[config.mk]
export PLATFORM = sky130hd
export DESIGN_NAME = image_pixel_difference_metric_flat
export DESIGN_NICKNAME = d
export VERILOG_FILES = /design/src/hdl/idm_pkg.sv /design/src/hdl/idm_if.sv /design/src/hdl/image_pixel_difference_metric.sv /design/src/hdl/idm_ctrl.sv /design/src/hdl/idm_datapath.sv /design/src/flat_wrapper.sv
export SDC_FILE = /design/constraint.sdc
export NUM_CORES = 1
export LEC_CHECK = 0
export CORE_MARGIN = 3
export CORE_UTILIZATION = 43
export CTS_CLUSTER_SIZE = 10
export DETAILED_ROUTE_END_ITERATION = 8
export DONT_BUFFER_PORTS = 1
export SYNTH_ARGS = -nofsm -noshare
export SYNTH_HDL_FRONTEND = slang
export SYNTH_SLANG_ARGS = --single-unit
[constraint.sdc]
create_clock -name clk -period 6.56 [get_ports clk]
set_input_delay 1.968 -clock clk [delete_from_list [all_inputs] [get_ports clk]]
set_output_delay 1.968 -clock clk [all_outputs]
set_load 0.01 [all_outputs]
[src/hdl/idm_pkg.sv]
// shared types, constants and helpers of the pixel difference metric
`default_nettype none

package idm_pkg;

	localparam int MAX_DIMENSION_DEF = 4096;
	localparam int FRACTION_BITS_DEF = 16;

	localparam int PIXEL_W   = 32;
	localparam int CHAN_W    = 8;
	localparam int COUNT_W   = 25;
	localparam int CFG_DIM_W = 13;
	localparam int CFG_EN_W  = 3;
	localparam int CFG_IDX_W = 2;
	localparam int CFG_DATA_W = 13;

	localparam int RED_LSB   = 16;
	localparam int GREEN_LSB = 8;
	localparam int BLUE_LSB  = 0;

	localparam logic [COUNT_W-1:0] COUNT_MAX = '1;
	localparam logic [CHAN_W-1:0]  CHAN_MAX = '1;
	localparam logic [CHAN_W-1:0]  ALPHA_OPAQUE = '1;
	localparam logic [PIXEL_W-1:0] WHITE_PIXEL = 32'hFFFF_FFFF;
	localparam logic [PIXEL_W-1:0] BLACK_PIXEL = 32'hFF00_0000;

	// register indexes
	localparam logic [CFG_IDX_W-1:0] REG_FRAME_WIDTH  = 2'd0;
	localparam logic [CFG_IDX_W-1:0] REG_FRAME_HEIGHT = 2'd1;
	localparam logic [CFG_IDX_W-1:0] REG_MAPS_ENABLE  = 2'd2;

	// enable bits of the map enable register
	localparam int EN_MASK  = 0;
	localparam int EN_RGB   = 1;
	localparam int EN_WHITE = 2;

	typedef enum logic [2:0] {
		ST_RUN,
		ST_MUL,
		ST_LOAD,
		ST_DIV,
		ST_EMIT
	} state_t;

	typedef struct packed {
		logic take;
		logic mul;
		logic rem_load;
		logic div_step;
		logic pend_emit;
	} cmd_t;

	typedef struct packed {
		logic frame_end;
	} status_t;

	function automatic logic [CHAN_W-1:0] abs_chan(
		input logic [CHAN_W-1:0] a,
		input logic [CHAN_W-1:0] b
	);
		return (a > b) ? a - b : b - a;
	endfunction

endpackage

`default_nettype wire

[src/hdl/idm_if.sv]
// channel interfaces: pixel pairs in, results out, configuration writes
`default_nettype none

interface idm_pixel_if;
	import idm_pkg::*;
	logic               valid;
	logic               ready;
	logic [PIXEL_W-1:0] baseline_pixel;
	logic [PIXEL_W-1:0] test_pixel;
	modport source (output valid, baseline_pixel, test_pixel, input ready);
	modport sink (input valid, baseline_pixel, test_pixel, output ready);
endinterface

interface idm_result_if #(
	parameter int FRACTION_BITS = idm_pkg::FRACTION_BITS_DEF
);
	import idm_pkg::*;
	logic                   valid;
	logic                   ready;
	logic                   pixel_differs;
	logic [CHAN_W-1:0]      mask_alpha;
	logic [PIXEL_W-1:0]     rgb_diff_pixel;
	logic [PIXEL_W-1:0]     white_diff_pixel;
	logic                   frame_done;
	logic [COUNT_W-1:0]     differing_count;
	logic [CHAN_W-1:0]      max_red_diff;
	logic [CHAN_W-1:0]      max_green_diff;
	logic [CHAN_W-1:0]      max_blue_diff;
	logic [FRACTION_BITS:0] identical_fraction;
	modport source (
		output valid, pixel_differs, mask_alpha, rgb_diff_pixel, white_diff_pixel,
		frame_done, differing_count, max_red_diff, max_green_diff, max_blue_diff,
		identical_fraction,
		input ready
	);
	modport sink (
		input valid, pixel_differs, mask_alpha, rgb_diff_pixel, white_diff_pixel,
		frame_done, differing_count, max_red_diff, max_green_diff, max_blue_diff,
		identical_fraction,
		output ready
	);
endinterface

interface idm_cfg_if;
	import idm_pkg::*;
	logic                  valid;
	logic                  ready;
	logic [CFG_IDX_W-1:0]  index;
	logic [CFG_DATA_W-1:0] data;
	modport source (output valid, index, data, input ready);
	modport sink (input valid, index, data, output ready);
endinterface

`default_nettype wire

[src/hdl/image_pixel_difference_metric.sv]
// an ordinary pixel's result is registered and valid in the cycle after its take
// the last pixel of a frame is held while the multiply, the load, the FRACTION_BITS+1
// steps of the bit-serial divider and the emit run; the emit waits for a free output
// throughput: one pixel a cycle while the output is free, none during that sequence
// reset: width 1, height 1, all maps on, position and totals zero; no clearing pass
`default_nettype none

module image_pixel_difference_metric #(
	parameter int MAX_DIMENSION = idm_pkg::MAX_DIMENSION_DEF,
	parameter int FRACTION_BITS = idm_pkg::FRACTION_BITS_DEF
) (
	input wire logic   clk,
	input wire logic   arst_n,
	idm_cfg_if.sink    cfg,
	idm_pixel_if.sink  pixels,
	idm_result_if.source result
);
	import idm_pkg::*;

	// commands from the controller, frame-end status back from the datapath
	cmd_t    cmd;
	status_t status;
	logic    in_ready;
	logic    out_valid;

	// registers take a write in any cycle
	assign cfg.ready = 1'b1;

	assign pixels.ready = in_ready;
	assign result.valid = out_valid;

	// sequencing: streaming, then multiply, load, divide and emit at frame end
	idm_ctrl #(
		.FRACTION_BITS(FRACTION_BITS)
	) u_ctrl (
		.clk      (clk),
		.arst_n   (arst_n),
		.in_valid (pixels.valid),
		.out_ready(result.ready),
		.status   (status),
		.cmd      (cmd),
		.in_ready (in_ready),
		.out_valid(out_valid)
	);

	// compare, totals, divider and the output register
	idm_datapath #(
		.MAX_DIMENSION(MAX_DIMENSION),
		.FRACTION_BITS(FRACTION_BITS)
	) u_datapath (
		.clk               (clk),
		.arst_n            (arst_n),
		.cfg_valid         (cfg.valid),
		.cfg_index         (cfg.index),
		.cfg_data          (cfg.data),
		.baseline_pixel    (pixels.baseline_pixel),
		.test_pixel        (pixels.test_pixel),
		.cmd               (cmd),
		.status            (status),
		.pixel_differs     (result.pixel_differs),
		.mask_alpha        (result.mask_alpha),
		.rgb_diff_pixel    (result.rgb_diff_pixel),
		.white_diff_pixel  (result.white_diff_pixel),
		.frame_done        (result.frame_done),
		.differing_count   (result.differing_count),
		.max_red_diff      (result.max_red_diff),
		.max_green_diff    (result.max_green_diff),
		.max_blue_diff     (result.max_blue_diff),
		.identical_fraction(result.identical_fraction)
	);

endmodule

`default_nettype wire

[src/hdl/idm_ctrl.sv]
// controller state machine: pixel streaming, end-of-frame division sequence
`default_nettype none

module idm_ctrl #(
	parameter int FRACTION_BITS = idm_pkg::FRACTION_BITS_DEF
) (
	input  wire logic             clk,
	input  wire logic             arst_n,
	input  wire logic             in_valid,
	input  wire logic             out_ready,
	input  wire idm_pkg::status_t status,
	output idm_pkg::cmd_t         cmd,
	output logic                  in_ready,
	output logic                  out_valid
);
	import idm_pkg::*;

	localparam int CNT_W = $clog2(FRACTION_BITS + 1);

	state_t           state_q;
	state_t           state_nxt;
	logic [CNT_W-1:0] step_cnt_q;
	logic             out_valid_q;
	logic             out_free;

	assign out_free  = !out_valid_q || out_ready;
	assign out_valid = out_valid_q;

	// next state
	always_comb begin
		state_nxt = state_q;
		case (state_q)
			ST_RUN: begin
				if (in_valid && out_free && status.frame_end)
					state_nxt = ST_MUL;
			end
			ST_MUL:  state_nxt = ST_LOAD;
			ST_LOAD: state_nxt = ST_DIV;
			ST_DIV: begin
				if (step_cnt_q == '0)
					state_nxt = ST_EMIT;
			end
			ST_EMIT: begin
				if (out_free)
					state_nxt = ST_RUN;
			end
			default: state_nxt = ST_RUN;
		endcase
	end

	// outputs
	always_comb begin
		cmd      = '0;
		in_ready = 1'b0;
		case (state_q)
			ST_RUN: begin
				in_ready = out_free;
				cmd.take = in_valid && out_free;
			end
			ST_MUL:  cmd.mul = 1'b1;
			ST_LOAD: cmd.rem_load = 1'b1;
			ST_DIV:  cmd.div_step = 1'b1;
			ST_EMIT: cmd.pend_emit = out_free;
			default: cmd = '0;
		endcase
	end

	always_ff @(posedge clk or negedge arst_n) begin
		if (!arst_n) begin
			state_q     <= ST_RUN;
			step_cnt_q  <= '0;
			out_valid_q <= 1'b0;
		end else begin
			state_q <= state_nxt;
			if (cmd.rem_load)
				step_cnt_q <= CNT_W'(FRACTION_BITS);
			else if (cmd.div_step)
				step_cnt_q <= step_cnt_q - CNT_W'(1);
			if ((cmd.take && !status.frame_end) || cmd.pend_emit)
				out_valid_q <= 1'b1;
			else if (out_ready)
				out_valid_q <= 1'b0;
		end
	end

endmodule

`default_nettype wire

[src/hdl/idm_datapath.sv]
// datapath: config registers, pixel compare, frame totals, divider, output register
`default_nettype none

module idm_datapath #(
	parameter int MAX_DIMENSION = idm_pkg::MAX_DIMENSION_DEF,
	parameter int FRACTION_BITS = idm_pkg::FRACTION_BITS_DEF
) (
	input  wire logic                           clk,
	input  wire logic                           arst_n,
	input  wire logic                           cfg_valid,
	input  wire logic [idm_pkg::CFG_IDX_W-1:0]  cfg_index,
	input  wire logic [idm_pkg::CFG_DATA_W-1:0] cfg_data,
	input  wire logic [idm_pkg::PIXEL_W-1:0]    baseline_pixel,
	input  wire logic [idm_pkg::PIXEL_W-1:0]    test_pixel,
	input  wire idm_pkg::cmd_t                  cmd,
	output idm_pkg::status_t                    status,
	output logic                                pixel_differs,
	output logic [idm_pkg::CHAN_W-1:0]          mask_alpha,
	output logic [idm_pkg::PIXEL_W-1:0]         rgb_diff_pixel,
	output logic [idm_pkg::PIXEL_W-1:0]         white_diff_pixel,
	output logic                                frame_done,
	output logic [idm_pkg::COUNT_W-1:0]         differing_count,
	output logic [idm_pkg::CHAN_W-1:0]          max_red_diff,
	output logic [idm_pkg::CHAN_W-1:0]          max_green_diff,
	output logic [idm_pkg::CHAN_W-1:0]          max_blue_diff,
	output logic [FRACTION_BITS:0]              identical_fraction
);
	import idm_pkg::*;

	localparam int DIM_W   = $clog2(MAX_DIMENSION + 1);
	localparam int POS_W   = $clog2(MAX_DIMENSION);
	localparam int CLAMP_W = (DIM_W > CFG_DIM_W) ? DIM_W : CFG_DIM_W;
	localparam int TOT_W   = 2 * DIM_W;
	localparam int REM_W   = TOT_W + 1;
	localparam int SUB_W   = (TOT_W > COUNT_W) ? TOT_W : COUNT_W;
	localparam int FRAC_W  = FRACTION_BITS + 1;

	function automatic logic [DIM_W-1:0] clamp_dim(input logic [CFG_DIM_W-1:0] v);
		logic [CLAMP_W-1:0] ext;
		ext = CLAMP_W'(v);
		if (ext == '0)
			return DIM_W'(1);
		else if (ext > CLAMP_W'(MAX_DIMENSION))
			return DIM_W'(MAX_DIMENSION);
		else
			return DIM_W'(ext);
	endfunction

	// configuration
	logic [CFG_DIM_W-1:0] width_q;
	logic [CFG_DIM_W-1:0] height_q;
	logic [CFG_EN_W-1:0]  enable_q;

	always_ff @(posedge clk or negedge arst_n) begin
		if (!arst_n) begin
			width_q  <= CFG_DIM_W'(1);
			height_q <= CFG_DIM_W'(1);
			enable_q <= '1;
		end else if (cfg_valid) begin
			case (cfg_index)
				REG_FRAME_WIDTH:  width_q  <= cfg_data[CFG_DIM_W-1:0];
				REG_FRAME_HEIGHT: height_q <= cfg_data[CFG_DIM_W-1:0];
				REG_MAPS_ENABLE:  enable_q <= cfg_data[CFG_EN_W-1:0];
				default: ;
			endcase
		end
	end

	// raster position and running totals
	logic [POS_W-1:0]   col_q;
	logic [POS_W-1:0]   row_q;
	logic [COUNT_W-1:0] count_q;
	logic [CHAN_W-1:0]  red_q;
	logic [CHAN_W-1:0]  green_q;
	logic [CHAN_W-1:0]  blue_q;

	logic [DIM_W-1:0]   w_eff;
	logic [DIM_W-1:0]   h_eff;
	logic               row_end;
	logic               frame_end;

	logic               differs;
	logic [CHAN_W-1:0]  dr;
	logic [CHAN_W-1:0]  dg;
	logic [CHAN_W-1:0]  db;
	logic [COUNT_W-1:0] count_nxt;
	logic [CHAN_W-1:0]  red_nxt;
	logic [CHAN_W-1:0]  green_nxt;
	logic [CHAN_W-1:0]  blue_nxt;
	logic [CHAN_W-1:0]  mask_px;
	logic [PIXEL_W-1:0] rgb_px;
	logic [PIXEL_W-1:0] white_px;

	assign w_eff     = clamp_dim(width_q);
	assign h_eff     = clamp_dim(height_q);
	assign row_end   = (DIM_W'(col_q) + DIM_W'(1)) >= w_eff;
	assign frame_end = row_end && ((DIM_W'(row_q) + DIM_W'(1)) >= h_eff);
	assign status.frame_end = frame_end;

	always_comb begin
		differs = baseline_pixel != test_pixel;
		dr = abs_chan(baseline_pixel[RED_LSB +: CHAN_W], test_pixel[RED_LSB +: CHAN_W]);
		dg = abs_chan(baseline_pixel[GREEN_LSB +: CHAN_W], test_pixel[GREEN_LSB +: CHAN_W]);
		db = abs_chan(baseline_pixel[BLUE_LSB +: CHAN_W], test_pixel[BLUE_LSB +: CHAN_W]);
		count_nxt = (differs && count_q != COUNT_MAX) ? count_q + COUNT_W'(1) : count_q;
		red_nxt   = (differs && dr > red_q) ? dr : red_q;
		green_nxt = (differs && dg > green_q) ? dg : green_q;
		blue_nxt  = (differs && db > blue_q) ? db : blue_q;
		mask_px   = enable_q[EN_MASK] ? (differs ? '0 : CHAN_MAX) : '0;
		rgb_px    = (enable_q[EN_RGB] && differs) ? {ALPHA_OPAQUE, dr, dg, db} : '0;
		white_px  = enable_q[EN_WHITE] ? (differs ? WHITE_PIXEL : BLACK_PIXEL) : '0;
	end

	always_ff @(posedge clk or negedge arst_n) begin
		if (!arst_n) begin
			col_q   <= '0;
			row_q   <= '0;
			count_q <= '0;
			red_q   <= '0;
			green_q <= '0;
			blue_q  <= '0;
		end else if (cmd.take) begin
			if (frame_end) begin
				col_q   <= '0;
				row_q   <= '0;
				count_q <= '0;
				red_q   <= '0;
				green_q <= '0;
				blue_q  <= '0;
			end else begin
				count_q <= count_nxt;
				red_q   <= red_nxt;
				green_q <= green_nxt;
				blue_q  <= blue_nxt;
				if (row_end) begin
					col_q <= '0;
					row_q <= row_q + POS_W'(1);
				end else begin
					col_q <= col_q + POS_W'(1);
				end
			end
		end
	end

	// last pixel of the frame waits here while the fraction is divided out
	logic               pend_differs_q;
	logic [CHAN_W-1:0]  pend_mask_q;
	logic [PIXEL_W-1:0] pend_rgb_q;
	logic [PIXEL_W-1:0] pend_white_q;
	logic [COUNT_W-1:0] pend_count_q;
	logic [CHAN_W-1:0]  pend_red_q;
	logic [CHAN_W-1:0]  pend_green_q;
	logic [CHAN_W-1:0]  pend_blue_q;

	always_ff @(posedge clk) begin
		if (cmd.take && frame_end) begin
			pend_differs_q <= differs;
			pend_mask_q    <= mask_px;
			pend_rgb_q     <= rgb_px;
			pend_white_q   <= white_px;
			pend_count_q   <= count_nxt;
			pend_red_q     <= red_nxt;
			pend_green_q   <= green_nxt;
			pend_blue_q    <= blue_nxt;
		end
	end

	// restoring divider, one quotient bit a cycle
	logic [TOT_W-1:0]  total_q;
	logic [REM_W-1:0]  rem_q;
	logic [FRAC_W-1:0] quot_q;
	logic [SUB_W-1:0]  tot_ext;
	logic [SUB_W-1:0]  cnt_ext;
	logic [SUB_W-1:0]  same;
	logic              rem_ge;
	logic [REM_W-1:0]  rem_sub;

	always_comb begin
		tot_ext = SUB_W'(total_q);
		cnt_ext = SUB_W'(pend_count_q);
		same    = (tot_ext > cnt_ext) ? tot_ext - cnt_ext : '0;
		rem_ge  = rem_q >= REM_W'(total_q);
		rem_sub = rem_ge ? rem_q - REM_W'(total_q) : rem_q;
	end

	always_ff @(posedge clk) begin
		if (cmd.mul)
			total_q <= TOT_W'(w_eff) * TOT_W'(h_eff);
		if (cmd.rem_load) begin
			rem_q  <= REM_W'(same);
			quot_q <= '0;
		end else if (cmd.div_step) begin
			rem_q  <= {rem_sub[REM_W-2:0], 1'b0};
			quot_q <= {quot_q[FRAC_W-2:0], rem_ge};
		end
	end

	// output register
	always_ff @(posedge clk) begin
		if (cmd.take && !frame_end) begin
			pixel_differs      <= differs;
			mask_alpha         <= mask_px;
			rgb_diff_pixel     <= rgb_px;
			white_diff_pixel   <= white_px;
			frame_done         <= 1'b0;
			differing_count    <= count_nxt;
			max_red_diff       <= red_nxt;
			max_green_diff     <= green_nxt;
			max_blue_diff      <= blue_nxt;
			identical_fraction <= '0;
		end else if (cmd.pend_emit) begin
			pixel_differs      <= pend_differs_q;
			mask_alpha         <= pend_mask_q;
			rgb_diff_pixel     <= pend_rgb_q;
			white_diff_pixel   <= pend_white_q;
			frame_done         <= 1'b1;
			differing_count    <= pend_count_q;
			max_red_diff       <= pend_red_q;
			max_green_diff     <= pend_green_q;
			max_blue_diff      <= pend_blue_q;
			identical_fraction <= quot_q;
		end
	end

endmodule

`default_nettype wire
[src/flat_wrapper.sv]
// flat-port wrapper written by rule: the top's interface ports become plain ports
module image_pixel_difference_metric_flat import idm_pkg::*;
#(
	parameter int MAX_DIMENSION = idm_pkg::MAX_DIMENSION_DEF,
	parameter int FRACTION_BITS = idm_pkg::FRACTION_BITS_DEF
)
  (clk, arst_n, cfg_valid, cfg_index, cfg_data, cfg_ready, pixels_valid, pixels_baseline_pixel, pixels_test_pixel, pixels_ready, result_valid, result_pixel_differs, result_mask_alpha, result_rgb_diff_pixel, result_white_diff_pixel, result_frame_done, result_differing_count, result_max_red_diff, result_max_green_diff, result_max_blue_diff, result_identical_fraction, result_ready);
  idm_cfg_if cfg_i ();
  idm_pixel_if pixels_i ();
  idm_result_if #(.FRACTION_BITS(FRACTION_BITS)) result_i ();
  input wire logic clk;
  input wire logic arst_n;
  input wire logic [$bits(cfg_i.valid)-1:0] cfg_valid;
  input wire logic [$bits(cfg_i.index)-1:0] cfg_index;
  input wire logic [$bits(cfg_i.data)-1:0] cfg_data;
  output wire logic [$bits(cfg_i.ready)-1:0] cfg_ready;
  input wire logic [$bits(pixels_i.valid)-1:0] pixels_valid;
  input wire logic [$bits(pixels_i.baseline_pixel)-1:0] pixels_baseline_pixel;
  input wire logic [$bits(pixels_i.test_pixel)-1:0] pixels_test_pixel;
  output wire logic [$bits(pixels_i.ready)-1:0] pixels_ready;
  output wire logic [$bits(result_i.valid)-1:0] result_valid;
  output wire logic [$bits(result_i.pixel_differs)-1:0] result_pixel_differs;
  output wire logic [$bits(result_i.mask_alpha)-1:0] result_mask_alpha;
  output wire logic [$bits(result_i.rgb_diff_pixel)-1:0] result_rgb_diff_pixel;
  output wire logic [$bits(result_i.white_diff_pixel)-1:0] result_white_diff_pixel;
  output wire logic [$bits(result_i.frame_done)-1:0] result_frame_done;
  output wire logic [$bits(result_i.differing_count)-1:0] result_differing_count;
  output wire logic [$bits(result_i.max_red_diff)-1:0] result_max_red_diff;
  output wire logic [$bits(result_i.max_green_diff)-1:0] result_max_green_diff;
  output wire logic [$bits(result_i.max_blue_diff)-1:0] result_max_blue_diff;
  output wire logic [$bits(result_i.identical_fraction)-1:0] result_identical_fraction;
  input wire logic [$bits(result_i.ready)-1:0] result_ready;
  assign cfg_i.valid = cfg_valid;
  assign cfg_i.index = cfg_index;
  assign cfg_i.data = cfg_data;
  assign cfg_ready = cfg_i.ready;
  assign pixels_i.valid = pixels_valid;
  assign pixels_i.baseline_pixel = pixels_baseline_pixel;
  assign pixels_i.test_pixel = pixels_test_pixel;
  assign pixels_ready = pixels_i.ready;
  assign result_valid = result_i.valid;
  assign result_pixel_differs = result_i.pixel_differs;
  assign result_mask_alpha = result_i.mask_alpha;
  assign result_rgb_diff_pixel = result_i.rgb_diff_pixel;
  assign result_white_diff_pixel = result_i.white_diff_pixel;
  assign result_frame_done = result_i.frame_done;
  assign result_differing_count = result_i.differing_count;
  assign result_max_red_diff = result_i.max_red_diff;
  assign result_max_green_diff = result_i.max_green_diff;
  assign result_max_blue_diff = result_i.max_blue_diff;
  assign result_identical_fraction = result_i.identical_fraction;
  assign result_i.ready = result_ready;
  image_pixel_difference_metric #(.MAX_DIMENSION(MAX_DIMENSION), .FRACTION_BITS(FRACTION_BITS)) u_core (.clk(clk), .arst_n(arst_n), .cfg(cfg_i), .pixels(pixels_i), .result(result_i));
endmodule
# Word-level counts from Yosys, hierarchy flattened
# Index checks and enable logic that the tools add are counted.
[totals]
regBits = 443
inputBits = 84
out_inout_bits = 143
elab_cells = 158
[op_classes]
n_addsub = 14
multipliers = 1
order_cmp = 12
n_eq_ne = 11
n_mux = 58
n_reduce_logical = 28
[op_table]
columns = ["op", "count"]
rows = [
  ["two-way mux 32 bit", 6],
  ["two-way mux 8 bit", 19],
  ["two-way mux 26 bit", 4],
  ["two-way mux 25 bit", 4],
  ["two-way mux 13 bit", 4],
  ["> comparator 8 bit", 6],
  ["two-way mux 12 bit", 4],
  ["subtractor 8 bit", 6],
  ["!= test 32 bit", 1],
  ["greater-or-equal comparator 27 x 26 -> 1 bit", 1],
  ["adder 12 x 1 -> 13 bit, second input constant", 2],
  ["greater-or-equal comparator 13 bit", 2],
  ["> comparator 13 bit, second input constant", 2],
  ["> comparator 26 x 25 -> 1 bit", 1],
  ["zero test 13 bit", 2],
  ["multiplier 13 x 13 -> 26 bit", 1],
  ["subtractor 26 x 25 -> 26 bit", 1],
  ["subtractor 26 bit", 1],
  ["adder 25 x 1 -> 25 bit, second input constant", 1],
  ["!= test 25 bit, second input constant", 1],
  ["adder 12 x 1 -> 12 bit, second input constant", 2],
  ["two-way mux 24 bit", 1],
  ["one-hot mux 3 bit (5 select lines)", 1],
  ["logical AND 1 bit", 10],
  ["18 further kinds", 41],
]

# Logic depth before layout (Yosys ltp)
[logic_depth]
depth_word = 9
depth_mapped = 26

# Cells and area by module
# A second synthesis with hierarchy kept.
[hier_totals]
cells_unflattened = 2776
hier_area_um2 = 26827.0
[by_module_without_submodules]
columns = ["mod", "instances", "cells_per_inst", "area_per_inst_um2"]
rows = [
  ["idm_datapath", 1, 2722, 26309.0],
  ["idm_ctrl", 1, 52, 506.7],
  ["image_pixel_difference_metric", 1, 2, 11.3],
]

# Worst setup path after synthesis
# OpenSTA, ideal clock, no wires.
[synth_timing]
path_type = "in2reg"
start = "in result_ready"
end = "reg u_core.u_datapath.pend_blue_q[0] (enable)"
setup_time_ns = 0.515
t_arrival_ns = 6.136
slack_ns = -0.091
stages = 7
path_buffers = 3
path_cell_list = "nand2b_1 > clkbuf_1 > and3_1 > clkbuf_1 > nand2_1 > clkbuf_1 > nor2_1"
[synth_via]
elab_chain_cells = 4
[synth_lines]
columns = ["element", "line", "text"]
rows = [
  ["start, declared", "flat_wrapper.sv:32", "input wire logic [$bits(result_i.ready)-1:0] result_ready;"],
  ["logical OR 1 bit", "idm_ctrl.sv:26", "assign out_free = !out_valid_q || out_ready;"],
  ["logical AND 1 bit", "idm_ctrl.sv:58", "cmd.take = in_valid && out_free;"],
  ["two-way mux 1 bit", "idm_ctrl.sv:55", "case (state_q)"],
  ["logical AND 1 bit", "idm_datapath.sv:156", "if (cmd.take && frame_end) begin"],
  ["end signal, assigned", "idm_datapath.sv:164", "pend_blue_q <= blue_nxt;"],
  ["end, declared", "idm_datapath.sv:153", "logic [CHAN_W-1:0] pend_blue_q;"],
]
# No other way between the ends.
# A chain may end at the register's enable or synchronous reset.

# Worst setup path after layout
[layout_timing]
start = "reg u_core.u_datapath.height_q[12]"
end = "reg u_core.u_datapath.total_q[22] (netlist: u_core.u_datapath.tot_ext[22]), data pin"
[layout_via]
elab_chain_cells = 4
[layout_lines]
columns = ["element", "line", "text"]
rows = [
  ["start, declared", "idm_datapath.sv:51", "logic [CFG_DIM_W-1:0] height_q;"],
  ["start signal, assigned", "idm_datapath.sv:62", "REG_FRAME_HEIGHT: height_q <= cfg_data[CFG_DIM_W-1:0];"],
  ["> comparator 13 bit", "idm_datapath.sv:43", "else if (ext > CLAMP_W'(MAX_DIMENSION))"],
  ["two-way mux 13 bit", "idm_datapath.sv:43", ""],
  ["two-way mux 13 bit (*)", "idm_datapath.sv:41", "if (ext == '0)"],
  ["multiplier 13 x 13 -> 26 bit (*)", "idm_datapath.sv:188", "total_q <= TOT_W'(w_eff) * TOT_W'(h_eff);"],
  ["end signal, assigned", "idm_datapath.sv:188", ""],
  ["end, declared", "idm_datapath.sv:169", "logic [TOT_W-1:0] total_q;"],
]
# Every way passes the cells marked *; elsewhere a longest branch is shown, timed or not.

==> reports/results.ini <==
[sta]
finalCritPeriodShare_pct=94.3
finalSetupTns_ns=0
slew_violations=0
fin_skew_ns=0.0334
hold_violations=0
fmax_ghz=0.162
max_slew_margin_pct=18.3
finalWorstPathRequiredPeriod_ns=6.19
worstMarginPinSlew_ns=1.22
grt_setup_unrepaired=no
setup_viol=0

[clocking]
clock-sinks=355
insertion_delay_ns=0.60
htree_levels=2
numCtsBuffers=44
cts_tree=done
root_buffer=clkbuf_16
holdBufCountCts=0
cts_resized=0
post_cts_buffers=0
clk_pin_slew_worst_paths_ns=0.06
clock_path_buffers=3

[detailed_routing]
wl_met3_um=3580
drt_iter0_drc=1248
vias=19300
route.detailed.drc=0
highest_layer=met4
vias_per_cell=5.40
ant_nets=0
drt-wirelength-per-cell_um=18.7
wl_um=66900
m1WireLength_um=30600
wl_met2_um=30800
first_pass_iters=5

[power]
p_per_area_mw_per_mm2=448
switchingPower_mw=5.53
power_leakage_nw=13.0
clock_power_share_pct=18.3
seqPwrFrac_pct=28.9
ir_drop_v=0.000237
p_int_mw=7.40
netSwitchingFraction_pct=42.8
combPwrFrac_pct=52.8

[synth]
synth_ff_type=edfxtp_1
synth_area_leaders=edfxtp_1 (24%), ha_1 (10%), dfrtp_1 (10%), fa_1 (9.7%), inv_1 (5.5%)
synth_cell_types=82
yosysMostFrequentCell=inv_1
synth_area_per_cell_um2=9.57
synthArstFlopShare_pct=31.3
synth_top_area_share_pct=23.5
synth_nets=3212
yosys_warnings=0
synth_commonest_cells=inv_1 (389), nand2_1 (347), ha_1 (222)
synth_edf_count=208
ys_ff_latch=355
syn_area_mm2=0.0266
yosys.area.top_type=edfxtp_1
synthCells=2777
ys_seq_area_share_pct=36.7

[global_routing]
grt_util_all_layers_pct=20.9
grt_max_degree=112
antenna_found_initial=0
first_global_vias=19700
grt_pass1_wl_um=108000
grt-ovfl-total=0

[cells_and_area]
syn_to_final_growth_pct=8.67
drive_above_1_share_pct=7.95
fin_area_mm2=0.0289
final_cell_count_no_fill=3573
fill_cells=5601
diodes=0
finalNetCount=3190

[setup_path]
setup.worst_path.end_class=register
critPathKind=register to register
worstPathMaxFanout=12
cp.required_ns=6.88
cp.arrival_ns=6.51
startpoint_type=register
r2r_cells=21
rrSetupSlack_ns=0.37
r2r_start=u_core.u_datapath.height_q[12]$_DFFE_PN0P_
r2r-end=u_core.u_datapath.tot_ext[22]$_DFFE_PP_

[status]
outcome=completed

[floorplanning]
core_region_area_mm2=0.0607
start_util_pct=43.8
boundaryPins=227
dieHeight_um=255
die_area_mm2=0.0648
die_x_um=255
std_cell_rows=90

[min_path]
worstHoldPathType=register to register
min_from=u_core.u_datapath.quot_q[16]$_SDFFE_PP0P_
min_path_cells=2
whs_endpoint=u_core.u_datapath.identical_fraction[16]$_SDFFE_PP0P_

[placement]
port_buffers=0
place_congestion=0.897
postPlaceCellArea_mm2=0.0275
dp.final_hpwl_um=51100
dp_cells=3491

[run]
maxCapViolCount=0

area by class of cell:
class / count / area [um2] / share of cell area [%]
Multi-Input combinational cell: 1889 / 14700 / 50.8
Sequential cell: 355 / 9750 / 33.8
Inverter: 397 / 1490 / 5.16
Clock buffer: 75 / 1280 / 4.43
Tap cell: 782 / 978 / 3.39
Timing Repair Buffer: 68 / 586 / 2.03
Clock inverter: 7 / 119 / 0.412
per-stage QoR:
stage | util, % | total power [mW] | setup slack (ns) | hold WS, ns
after floorplan | - | 8.92 | 0.320 | 0.432
after global placement | 45.3 | 10.4 | 0.392 | 0.452
after detailed placement | 45.3 | 10.6 | 0.241 | 0.457
after CTS | 47.6 | 13.0 | 0.374 | 0.465
after global routing | 47.6 | 14.1 | 0.00141 | 0.488
final | 47.6 | 12.9 | 0.374 | 0.462
kinds of logic after synthesis:
logic type                 after synthesis  synth area share (%)
muxes                                  105                  4.30
DFF                                    355                  36.7
xor gates and xnor gates               130                  4.29
buffers and inverters                  533                  8.31
adders and majority gates              351                  20.2
and+or+nand+nor                        767                  13.1
other                                    1                0.0141
AOI/OAI and AO/OA                      535                  13.1
critical path, stage by stage, from the launching register on:
cell and delay, ns:
dfrtp_1 0.50, buf_4 0.23, nor2b_1 0.20, clkinv_1 0.26, nor2_1 0.21, fa_1 0.47
fa_1 0.52, fa_1 0.52, fa_1 0.55, inv_1 0.05, fa_1 0.53, inv_1 0.04
ha_1 0.30, a21o_1 0.16, a21oi_1 0.15, nor2_1 0.05, a311oi_1 0.36, o2111ai_1 0.19
a21oi_1 0.28, o21bai_1 0.09, a21oi_1 0.17, xnor2_1 0.09
routing by layer:
| metal | GRT usage (%) | up-vias |
|---|---|---|
| met2 | 34.1 | 456 |
| met5 | 0 | - |
| met3 | 3.46 | 109 |
| met4 | 6.50 | 0 |
| li1 | - | 9325 |
| met1 | 28.6 | 9411 |
power by group through the flow:
stage	sequential, mW	clock, mW	combinational [mW]
6_report	3.74	2.37	6.82
5_1_grt	3.80	2.52	7.77
4_1_cts	3.74	2.43	6.84
3_5_place_dp	3.78	0	6.79
3_3_place_gp	3.77	0	6.66
2_1_floorplan	3.59	0	5.33
registers in the layout, indices dropped and copies added (netlist names), 5 cells and up:
name	cells
u_core.u_datapath.rgb_diff_pixel	25
u_core.u_datapath.pend_green_q	8
u_core.u_datapath.pend_rgb_q	25
u_core.u_datapath.row_q	12
u_core.u_datapath.differing_count	25
u_core.u_datapath.tot_ext	26
u_core.u_datapath.col_q	12
u_core.u_datapath.height_q	13
u_core.u_datapath.width_q	13
u_core.u_datapath.pend_red_q	8
u_core.u_datapath.max_blue_diff	8
u_core.u_datapath.rem_q	27
u_core.u_datapath.max_green_diff	8
u_core.u_datapath.count_q	25
u_core.u_datapath.pend_blue_q	8
u_core.u_datapath.identical_fraction	17
u_core.u_ctrl.step_cnt_q	5
u_core.u_datapath.quot_q	17
u_core.u_datapath.red_q	8
u_core.u_datapath.blue_q	8
u_core.u_datapath.max_red_diff	8
u_core.u_datapath.pend_count_q	25
u_core.u_datapath.green_q	8
cells in the final DEF, fill, tap and decap left out, types with 17 or more instances in the layout:
cell type / synthesis / layout
mux2i_1: 41 / 41
a22o_1: 30 / 30
nor2b_1: 37 / 37
nor2_1: 168 / 167
nand3_1: 36 / 36
a21oi_1: 102 / 102
ha_1: 222 / 222
and2_1: 30 / 30
dfxtp_1: 36 / 36
nand2_1: 347 / 346
a31oi_1: 18 / 17
mux2_2: 60 / 60
xor2_1: 39 / 39
nand2b_1: 22 / 22
buf_4: 46 / 62
dfrtp_1: 106 / 106
edfxtp_1: 208 / 208
clkbuf_1: 69 / 26
a21o_1: 74 / 74
nand4_1: 33 / 33
fa_1: 129 / 129
xnor2_1: 91 / 91
inv_1: 389 / 389
nor3_1: 23 / 23
o22ai_1: 31 / 31
o21ai_0: 151 / 151
clkbuf_16: 0 / 45
worst max-delay path by stage:
| stage | depth (start not counted) | start | slack (ns) | endpoint |
|---|---|---|---|---|
| 6_report | 21 | u_core.u_datapath.height_q[12]$_DFFE_PN0P_ | 0.37 | u_core.u_datapath.tot_ext[22]$_DFFE_PP_ |
| 5_1_grt | 21 | u_core.u_datapath.height_q[12]$_DFFE_PN0P_ | 0.001 | u_core.u_datapath.tot_ext[22]$_DFFE_PP_ |
| 4_1_cts | 21 | u_core.u_datapath.height_q[12]$_DFFE_PN0P_ | 0.37 | u_core.u_datapath.tot_ext[22]$_DFFE_PP_ |
| 3_5_place_dp | 21 | pixels_baseline_pixel[8] | 0.24 | u_core.u_datapath.max_green_diff[2]$_DFFE_PP_ |
| 3_3_place_gp | 19 | pixels_baseline_pixel[8] | 0.39 | u_core.u_datapath.max_green_diff[5]$_DFFE_PP_ |
| 2_1_floorplan | 22 | pixels_baseline_pixel[8] | 0.32 | u_core.u_datapath.max_green_diff[3]$_DFFE_PP_ |
(Power assumes the default switching activity.)
